===== src/hw/rtl/sdtq_pkg.sv =====
// ----------------------------------------------------------------------------
// sdtq_pkg
// Shared types and codes for the sorted deadline timer queue.
// ----------------------------------------------------------------------------
package sdtq_pkg;

    localparam int OP_W     = 2;
    localparam int ID_W     = 4;
    localparam int TIME_W   = 48;
    localparam int STATUS_W = 2;
    localparam int WAIT_W   = 31;

    localparam logic [WAIT_W-1:0] WAIT_MAX = {WAIT_W{1'b1}};

    // operation codes
    localparam logic [OP_W-1:0] OP_ARM    = 2'd0;
    localparam logic [OP_W-1:0] OP_CANCEL = 2'd1;
    localparam logic [OP_W-1:0] OP_TICK   = 2'd2;

    // status codes
    localparam logic [STATUS_W-1:0] ST_DONE      = 2'd0;
    localparam logic [STATUS_W-1:0] ST_FULL      = 2'd1;
    localparam logic [STATUS_W-1:0] ST_NOT_ARMED = 2'd2;

    // controller to datapath commands
    typedef struct packed {
        logic load;     // capture the request word
        logic remove;   // remove the id, or pop the due head on a tick
        logic finish;   // insert on arm, then capture the result word
    } ctrl_cmd_t;

endpackage


===== src/hw/rtl/sdtq_in_if.sv =====
// ----------------------------------------------------------------------------
// sdtq_in_if
// Request channel: valid/ready handshake with one request word.
// ----------------------------------------------------------------------------
interface sdtq_in_if;
    logic                         valid;
    logic                         ready;
    logic [sdtq_pkg::OP_W-1:0]    operation;
    logic [sdtq_pkg::ID_W-1:0]    timer_id;
    logic [sdtq_pkg::TIME_W-1:0]  deadline_ms;
    logic [sdtq_pkg::TIME_W-1:0]  now_ms;

    modport source (output valid, output operation, output timer_id,
                    output deadline_ms, output now_ms, input ready);
    modport sink   (input valid, input operation, input timer_id,
                    input deadline_ms, input now_ms, output ready);
endinterface


===== src/hw/rtl/sdtq_out_if.sv =====
// ----------------------------------------------------------------------------
// sdtq_out_if
// Result channel: valid/ready handshake with one result word.
// ----------------------------------------------------------------------------
interface sdtq_out_if;
    logic                          valid;
    logic                          ready;
    logic [sdtq_pkg::STATUS_W-1:0] status;
    logic                          expired;
    logic [sdtq_pkg::ID_W-1:0]     expired_id;
    logic                          any_pending;
    logic [sdtq_pkg::WAIT_W-1:0]   wait_ms;

    modport source (output valid, output status, output expired, output expired_id,
                    output any_pending, output wait_ms, input ready);
    modport sink   (input valid, input status, input expired, input expired_id,
                    input any_pending, input wait_ms, output ready);
endinterface


===== src/hw/rtl/sdtq_ctrl.sv =====
// ----------------------------------------------------------------------------
// sdtq_ctrl
// Request sequencer: capture, remove, then insert and report.
// ----------------------------------------------------------------------------
module sdtq_ctrl
(
    input  logic                 clk,
    input  logic                 rst_n,
    input  logic                 in_valid,
    output logic                 in_ready,
    output logic                 out_valid,
    input  logic                 out_ready,
    output sdtq_pkg::ctrl_cmd_t  cmd
);

    typedef enum logic [1:0] {S_IDLE, S_REMOVE, S_FINISH} state_t;

    state_t state_reg, state_next;
    logic   out_valid_reg, out_valid_next;
    logic   slot_free;

    assign slot_free = !out_valid_reg || out_ready;
    assign in_ready  = (state_reg == S_IDLE);
    assign out_valid = out_valid_reg;

    // commands and next state
    always_comb
    begin
        state_next     = state_reg;
        out_valid_next = out_valid_reg && !out_ready;
        cmd            = '0;
        unique case (state_reg)
            S_IDLE:
            begin
                if (in_valid)
                begin
                    cmd.load   = 1'b1;
                    state_next = S_REMOVE;
                end
            end
            S_REMOVE:
            begin
                cmd.remove = 1'b1;
                state_next = S_FINISH;
            end
            S_FINISH:
            begin
                if (slot_free)
                begin
                    cmd.finish     = 1'b1;
                    out_valid_next = 1'b1;
                    state_next     = S_IDLE;
                end
            end
            default: state_next = S_IDLE;
        endcase
    end

    // state and registered outputs
    always_ff @(posedge clk or negedge rst_n)
    begin
        if (!rst_n)
        begin
            state_reg     <= S_IDLE;
            out_valid_reg <= 1'b0;
        end
        else
        begin
            state_reg     <= state_next;
            out_valid_reg <= out_valid_next;
        end
    end

endmodule


===== src/hw/rtl/sdtq_datapath.sv =====
// ----------------------------------------------------------------------------
// sdtq_datapath
// Sorted slot array with shift-down removal and shift-up insertion.
// ----------------------------------------------------------------------------
module sdtq_datapath
#(
    parameter int NUM_TIMERS = 16,
    parameter int TIME_BITS  = 48
)
(
    input  logic                               clk,
    input  logic                               rst_n,
    input  sdtq_pkg::ctrl_cmd_t                cmd,
    input  logic [sdtq_pkg::OP_W-1:0]          operation,
    input  logic [sdtq_pkg::ID_W-1:0]          timer_id,
    input  logic [sdtq_pkg::TIME_W-1:0]        deadline_ms,
    input  logic [sdtq_pkg::TIME_W-1:0]        now_ms,
    output logic [sdtq_pkg::STATUS_W-1:0]      status,
    output logic                               expired,
    output logic [sdtq_pkg::ID_W-1:0]          expired_id,
    output logic                               any_pending,
    output logic [sdtq_pkg::WAIT_W-1:0]        wait_ms
);

    localparam int TW = (TIME_BITS < sdtq_pkg::TIME_W) ? TIME_BITS : sdtq_pkg::TIME_W;
    localparam int N  = NUM_TIMERS;

    // request word
    logic [sdtq_pkg::OP_W-1:0]     op_reg;
    logic [sdtq_pkg::ID_W-1:0]     id_reg;
    logic [TW-1:0]                 dl_reg;
    logic [TW-1:0]                 now_reg;
    logic [sdtq_pkg::STATUS_W-1:0] st_reg;
    logic                          exp_reg;
    logic [sdtq_pkg::ID_W-1:0]     exp_id_reg;

    // slot cells
    logic [sdtq_pkg::ID_W-1:0] slot_id_reg [N];
    logic [TW-1:0]             slot_dl_reg [N];
    logic [N-1:0]              slot_valid_reg;

    // result word
    logic [sdtq_pkg::STATUS_W-1:0] r_status_reg;
    logic                          r_exp_reg;
    logic [sdtq_pkg::ID_W-1:0]     r_exp_id_reg;
    logic                          r_pend_reg;
    logic [sdtq_pkg::WAIT_W-1:0]   r_wait_reg;

    logic [N-1:0] match;
    logic [N-1:0] rm_sel;
    logic         found;
    logic         pop;
    logic [N-1:0] later;
    logic         full;
    logic         do_ins;
    logic         head_pend;
    logic [TW-1:0] head_dl;
    logic [TW-1:0] diff;

    // removal select: the matching cell (or the due head on a tick) and everything above it
    always_comb
    begin
        for (int i = 0; i < N; i++)
            match[i] = slot_valid_reg[i] && (slot_id_reg[i] == id_reg);
        found = |match;
        pop   = (op_reg == sdtq_pkg::OP_TICK) && slot_valid_reg[0]
                && (slot_dl_reg[0] <= now_reg);
        rm_sel[0] = pop || match[0];
        for (int i = 1; i < N; i++)
            rm_sel[i] = rm_sel[i-1] || match[i];
        if (op_reg != sdtq_pkg::OP_ARM && op_reg != sdtq_pkg::OP_CANCEL && !pop)
            rm_sel = '0;
    end

    // insertion point: first free cell or first strictly later deadline
    always_comb
    begin
        for (int i = 0; i < N; i++)
            later[i] = !slot_valid_reg[i] || (slot_dl_reg[i] > dl_reg);
        full   = slot_valid_reg[N-1];
        do_ins = (op_reg == sdtq_pkg::OP_ARM) && !full;
    end

    // head after this step
    always_comb
    begin
        head_pend = slot_valid_reg[0] || do_ins;
        head_dl   = (do_ins && later[0]) ? dl_reg : slot_dl_reg[0];
        diff      = (head_dl > now_reg) ? (head_dl - now_reg) : '0;
    end

    // request, flags and result word
    always_ff @(posedge clk)
    begin
        if (cmd.load)
        begin
            op_reg  <= operation;
            id_reg  <= timer_id;
            dl_reg  <= deadline_ms[TW-1:0];
            now_reg <= now_ms[TW-1:0];
        end
        if (cmd.remove)
        begin
            st_reg     <= (op_reg == sdtq_pkg::OP_CANCEL && !found)
                          ? sdtq_pkg::ST_NOT_ARMED : sdtq_pkg::ST_DONE;
            exp_reg    <= pop;
            exp_id_reg <= pop ? slot_id_reg[0] : '0;
        end
        if (cmd.finish)
        begin
            r_status_reg <= (op_reg == sdtq_pkg::OP_ARM && full) ? sdtq_pkg::ST_FULL : st_reg;
            r_exp_reg    <= exp_reg;
            r_exp_id_reg <= exp_id_reg;
            r_pend_reg   <= head_pend;
            if (!head_pend)
                r_wait_reg <= sdtq_pkg::WAIT_MAX;
            else if (|diff[TW-1:sdtq_pkg::WAIT_W])
                r_wait_reg <= sdtq_pkg::WAIT_MAX;
            else
                r_wait_reg <= diff[sdtq_pkg::WAIT_W-1:0];
        end
    end

    // slot payload
    always_ff @(posedge clk)
    begin
        for (int i = 0; i < N; i++)
        begin
            if (cmd.remove && rm_sel[i] && i < N-1)
            begin
                slot_id_reg[i] <= slot_id_reg[(i < N-1) ? i+1 : i];
                slot_dl_reg[i] <= slot_dl_reg[(i < N-1) ? i+1 : i];
            end
            else if (cmd.finish && do_ins)
            begin
                if (i > 0 && later[(i > 0) ? i-1 : 0])
                begin
                    slot_id_reg[i] <= slot_id_reg[(i > 0) ? i-1 : 0];
                    slot_dl_reg[i] <= slot_dl_reg[(i > 0) ? i-1 : 0];
                end
                else if (later[i])
                begin
                    slot_id_reg[i] <= id_reg;
                    slot_dl_reg[i] <= dl_reg;
                end
            end
        end
    end

    // slot valid bits
    always_ff @(posedge clk or negedge rst_n)
    begin
        if (!rst_n)
            slot_valid_reg <= '0;
        else
        begin
            for (int i = 0; i < N; i++)
            begin
                if (cmd.remove && rm_sel[i])
                    slot_valid_reg[i] <= (i < N-1) ? slot_valid_reg[(i < N-1) ? i+1 : i]
                                                   : 1'b0;
                else if (cmd.finish && do_ins)
                begin
                    if (i > 0 && later[(i > 0) ? i-1 : 0])
                        slot_valid_reg[i] <= slot_valid_reg[(i > 0) ? i-1 : 0];
                    else if (later[i])
                        slot_valid_reg[i] <= 1'b1;
                end
            end
        end
    end

    assign status      = r_status_reg;
    assign expired     = r_exp_reg;
    assign expired_id  = r_exp_id_reg;
    assign any_pending = r_pend_reg;
    assign wait_ms     = r_wait_reg;

endmodule


===== src/hw/rtl/sorted_deadline_timer_queue.sv =====
// ----------------------------------------------------------------------------
// sorted_deadline_timer_queue
// Sorted table of armed timers with arm, cancel and tick requests.
// ----------------------------------------------------------------------------
// After a request is accepted, a remove step removes the id (or pops the
// due head on a tick) by shifting the cells above it down, and a finish
// step inserts an arm at its sorted place by shifting later cells up and
// loads the result word; it waits while an earlier result is not taken.
// A new request is taken only after both steps; the result register lets the
// next request start while a result waits. Equal deadlines keep arm order.
module sorted_deadline_timer_queue
#(
    parameter int NUM_TIMERS = 16,
    parameter int TIME_BITS  = 48
)
(
    input  logic        clk,
    input  logic        rst_n,
    sdtq_in_if.sink     in_ch,
    sdtq_out_if.source  out_ch
);

    sdtq_pkg::ctrl_cmd_t cmd;

    sdtq_ctrl u_ctrl
    (
        .clk       (clk),
        .rst_n     (rst_n),
        .in_valid  (in_ch.valid),
        .in_ready  (in_ch.ready),
        .out_valid (out_ch.valid),
        .out_ready (out_ch.ready),
        .cmd       (cmd)
    );

    sdtq_datapath #(.NUM_TIMERS(NUM_TIMERS), .TIME_BITS(TIME_BITS)) u_dp
    (
        .clk         (clk),
        .rst_n       (rst_n),
        .cmd         (cmd),
        .operation   (in_ch.operation),
        .timer_id    (in_ch.timer_id),
        .deadline_ms (in_ch.deadline_ms),
        .now_ms      (in_ch.now_ms),
        .status      (out_ch.status),
        .expired     (out_ch.expired),
        .expired_id  (out_ch.expired_id),
        .any_pending (out_ch.any_pending),
        .wait_ms     (out_ch.wait_ms)
    );

endmodule


===== src/flat_wrapper.sv =====
// flat-port wrapper written by rule: the top's interface ports become plain ports
module sorted_deadline_timer_queue_flat 
#(
    parameter int NUM_TIMERS = 16,
    parameter int TIME_BITS  = 48
)
  (clk, rst_n, in_ch_valid, in_ch_operation, in_ch_timer_id, in_ch_deadline_ms, in_ch_now_ms, in_ch_ready, out_ch_valid, out_ch_status, out_ch_expired, out_ch_expired_id, out_ch_any_pending, out_ch_wait_ms, out_ch_ready);
  sdtq_in_if in_ch_i ();
  sdtq_out_if out_ch_i ();
  input  logic clk;
  input  logic rst_n;
  input wire logic [$bits(in_ch_i.valid)-1:0] in_ch_valid;
  input wire logic [$bits(in_ch_i.operation)-1:0] in_ch_operation;
  input wire logic [$bits(in_ch_i.timer_id)-1:0] in_ch_timer_id;
  input wire logic [$bits(in_ch_i.deadline_ms)-1:0] in_ch_deadline_ms;
  input wire logic [$bits(in_ch_i.now_ms)-1:0] in_ch_now_ms;
  output wire logic [$bits(in_ch_i.ready)-1:0] in_ch_ready;
  output wire logic [$bits(out_ch_i.valid)-1:0] out_ch_valid;
  output wire logic [$bits(out_ch_i.status)-1:0] out_ch_status;
  output wire logic [$bits(out_ch_i.expired)-1:0] out_ch_expired;
  output wire logic [$bits(out_ch_i.expired_id)-1:0] out_ch_expired_id;
  output wire logic [$bits(out_ch_i.any_pending)-1:0] out_ch_any_pending;
  output wire logic [$bits(out_ch_i.wait_ms)-1:0] out_ch_wait_ms;
  input wire logic [$bits(out_ch_i.ready)-1:0] out_ch_ready;
  assign in_ch_i.valid = in_ch_valid;
  assign in_ch_i.operation = in_ch_operation;
  assign in_ch_i.timer_id = in_ch_timer_id;
  assign in_ch_i.deadline_ms = in_ch_deadline_ms;
  assign in_ch_i.now_ms = in_ch_now_ms;
  assign in_ch_ready = in_ch_i.ready;
  assign out_ch_valid = out_ch_i.valid;
  assign out_ch_status = out_ch_i.status;
  assign out_ch_expired = out_ch_i.expired;
  assign out_ch_expired_id = out_ch_i.expired_id;
  assign out_ch_any_pending = out_ch_i.any_pending;
  assign out_ch_wait_ms = out_ch_i.wait_ms;
  assign out_ch_i.ready = out_ch_ready;
  sorted_deadline_timer_queue #(.NUM_TIMERS(NUM_TIMERS), .TIME_BITS(TIME_BITS)) u_core (.clk(clk), .rst_n(rst_n), .in_ch(in_ch_i), .out_ch(out_ch_i));
endmodule

===== config.mk =====
export PLATFORM = sky130hd
export DESIGN_NAME = sorted_deadline_timer_queue_flat
export DESIGN_NICKNAME = d
export VERILOG_FILES = /design/src/hw/rtl/sdtq_pkg.sv /design/src/hw/rtl/sdtq_in_if.sv /design/src/hw/rtl/sdtq_out_if.sv /design/src/hw/rtl/sdtq_ctrl.sv /design/src/hw/rtl/sdtq_datapath.sv /design/src/hw/rtl/sorted_deadline_timer_queue.sv /design/src/flat_wrapper.sv
export SDC_FILE = /design/constraint.sdc
export NUM_CORES = 2
export LEC_CHECK = 0
export BUFFER_PORTS_ARGS = -buffer_cell sky130_fd_sc_hd__buf_2
export CAP_MARGIN = 20
export CORE_AREA = 2 2 354 356
export DETAILED_ROUTE_END_ITERATION = 12
export DIE_AREA = 0 0 356 358
export PLACE_DENSITY = 0.73
export SYNTH_ARGS = -nofsm -noshare
export SYNTH_HDL_FRONTEND = slang
export SYNTH_SLANG_ARGS = --single-unit

===== constraint.sdc =====
create_clock -name clk -period 17.5 [get_ports clk]
set_input_delay 1.75 -clock clk [delete_from_list [all_inputs] [get_ports clk]]
set_output_delay 1.75 -clock clk [all_outputs]
set_load 0.01 [all_outputs]

==> results.cfg <==
[cells_and_area]
largest_reg_flops = 768
final_area_um2 = 75800
drive_gt1_share_pct = 10.9
layout.nets = 7147
area_growth_pct = 8.58

[routing]
ant_nets = 0
drc_errors = 0
vias_per_cell = 7.03
vias = 55900
drt_pass1_iterations = 6
drt_wl_total_mm = 237
routedWlPerCell_um = 29.8
drt_iter0_markers = 7650

[sta]
hold_violations = 0
relSlewSlack_pct = 17.0
whs_ns = 0.486
setup_slack_ns = 9.32
setup_tns_ns = 0
setup_violations = 0
max_freq_ghz = 0.122
fin_skew_ns = 0.0299
tightest_slew_ns = 1.23
min_period_over_period_pct = 46.8
min_period_ns = 8.18
rsz0062_at_grt = no
drv_slew = 0

[status]
status = finished clean

[clocking]
cts_root_buf = clkbuf_16
cts_resized = 0
cts.reportedPaths.clkPinSlew_ns = 0.07
cts_sinks = 998
cts-buffers-inserted = 109
worstSkewPairLatency_ns = 0.75
clk_path_buf_depth = 3
cts_tree = built
hold_buffers = 0
ctsHtreeMaxLevel = 3
cts_setup_buffers = 0

[synthesis]
synth_async_sr_flop_share_pct = 1.90
synth_seq_cells = 998
yosys_warnings = 0
synth_adder_area_share_pct = 14.6
synth_edf_count = 979
synth_top_family_by_area = multiplexers
synth.net_count = 7139
synth_mux_area_share_pct = 15.1
synth_area_leaders = edfxtp_1 (42%), ha_1 (15%), mux2i_1 (13%)
yosys.area_share.simple_pct = 9.55
yosysTopAreaCell = edfxtp_1
avgSynthCellArea_um2 = 11.2
synth_compound_area_share_pct = 13.4
synthCells = 6216
synthFlopType = edfxtp_1
synth_top_area_share_pct = 42.1
netlist_area_um2 = 69800
synth-xor-area-share_pct = 1.29
seq_area_frac_synth_pct = 42.8
synth.distinct_cells = 92

[job]
maxCapViolations = 0

[power]
power.density_nw_per_um2 = 130
ir_worst_vdd_uv = 131
leakagePower_nw = 32.2
totalPowerFinal_mw = 9.83

[placed_design]
dpl.hpwl_mm = 171
postPlaceCellArea_um2 = 72200
preCtsSetupSlack_ns = 9.46
gp_congestion = 0.997
port_buffers = 146

[global_route]
grtUsageTotal_pct = 36.4
grt_overflow_total = 0
antenna_found_initial = 2
grt_pass1_vias = 53900
grt_pass1_wl_mm = 348
grt_max_degree = 79

[critical_path]
crit_type = flip-flop to flip-flop
worstPathRequired_ns = 17.97
cp-start-kind = flip-flop
path_buf_inv = 4
critPathTopFamily = simple AND/OR/NAND/NOR gates
critPathSlowestCell = nor3_1
cp_max_fo = 49
arrival_ns = 8.65
end_kind = flip-flop
slowest_delay_ns = 0.76

[floorplan]
die_h_um = 358
rows = 129
dieArea_um2 = 127000
pin_count = 147
initial_core_util_pct = 56.6
core_area_um2 = 123000
die_w_um = 356

[worst_hold_path]
hp-class = flip-flop to flip-flop
[final cells by class]
class | instances | area [um2]
diodes | 2 | 5.00
multi-input cells | 4677 | 38000
flip-flops and latches | 998 | 29900
clock buffers | 131 | 2870
well taps | 1637 | 2050
fillers | 9958 | 47500
inverters | 171 | 649
clock inverters | 68 | 768
repair buffers | 267 | 1660
[synth_stat cells (39+ instances only)]
cell / count
edfxtp_1: 979
mux2i_1: 881
ha_1: 816
o21ai_0: 341
a21oi_1: 316
nand2_1: 283
nor2_1: 233
clkbuf_1: 222
a21o_1: 212
nand4_1: 161
mux2_2: 152
nand3_1: 144
nor3_1: 144
a31oi_1: 130
inv_1: 123
buf_2: 104
and3_1: 75
xor2_1: 63
o22ai_1: 61
a221o_1: 54
o22a_1: 53
nor2b_1: 50
clkinv_1: 48
o21a_1: 48
xnor2_1: 40
o211ai_1: 39
[worst register-to-register path, stage by stage (launching register included)]
cell      delay [ns]
edfxtp_1        0.64
clkinv_1        0.14
buf_4           0.28
ha_1            0.35
nand4_1         0.08
or2_2           0.32
nor3_1          0.76
nand3_1         0.22
a31oi_1         0.19
nor4b_1         0.10
nor2_1          0.21
and2_2          0.18
buf_4           0.55
mux2_2          0.44
ha_1            0.42
nand4_1         0.21
or3_1           0.41
a21o_1          0.20
a211oi_2        0.49
o21ai_1         0.23
xnor2_1         0.17
nor4_1          0.29
nand4_1         0.21
nor4b_4         0.32
buf_4           0.34
a21oi_1         0.14
[cells in the final DEF (no fill, tap or decap), types with 39 or more instances in the layout]
cell type	synthesis	layout
mux2_2	152	152
o211ai_1	39	39
clkbuf_16	0	111
edfxtp_1	979	979
nand3_1	144	137
nand2_1	283	279
buf_4	17	119
a31oi_1	130	130
o21ai_0	341	339
clkinv_1	48	76
o22ai_1	61	61
nor3_1	144	140
nor2_1	233	230
a21oi_1	316	314
a21o_1	212	211
nor2b_1	50	49
a221o_1	54	54
o21a_1	48	47
ha_1	816	816
inv_1	123	122
nand4_1	161	161
mux2i_1	881	881
xnor2_1	40	40
xor2_1	63	63
o22a_1	53	53
buf_2	104	147
and3_1	75	74
[worst paths after layout]
kind	start	end	slack [ns]	cells past startpoint
max reg2reg	u_core.u_dp.dl_reg[44]$_DFFE_PP_	u_core.u_dp.wait_ms[30]$_SDFFCE_PP1P_	9.32	25
max in group asynchronous	rst_n	u_core.u_dp.slot_valid_reg[10]$_DFFE_PN0P_	16.04	1
max	u_core.u_dp.dl_reg[44]$_DFFE_PP_	u_core.u_dp.wait_ms[30]$_SDFFCE_PP1P_	9.32	25
min in group asynchronous	rst_n	u_core.u_ctrl.out_valid$_DFF_PN0_	1.01	1
min	u_core.u_dp.exp_id_reg[2]$_SDFFCE_PP0N_	u_core.u_dp.expired_id[2]$_DFFE_PP_	0.49	0
min reg2reg	u_core.u_dp.exp_id_reg[2]$_SDFFCE_PP0N_	u_core.u_dp.expired_id[2]$_DFFE_PP_	0.49	0
[power by group]
part | internal (mW) | switching, mW
clock network | 1.39 | 1.04
registers | 3.34 | 0.628
logic | 1.27 | 2.17
[logic make-up after synthesis]
kind of cell | Yosys count
compound gates | 1440
simple gates | 1284
mux | 1033
flops | 998
fa+ha+maj | 817
buf+inv | 541
xor+xnor | 103
[stage by stage]
step,cells,util (%)
after global placement,7748,58.5
after floorplan,6216,-
after global routing,7949,61.5
after CTS,7947,61.5
after detailed placement,7748,58.5
final,7951,61.5
[layer usage]
| layer | routed length, um | track usage, % | vias to the layer above |
|---|---|---|---|
| met1 | 93900 | 50.9 | 27400 |
| met5 | 0 | 0.259 | - |
| met2 | 99700 | 53.1 | 3714 |
| li1 | - | - | 24200 |
| met3 | 29300 | 7.69 | 569 |
| met4 | 13800 | 19.5 | 0 |
(Power assumes the default switching activity.)
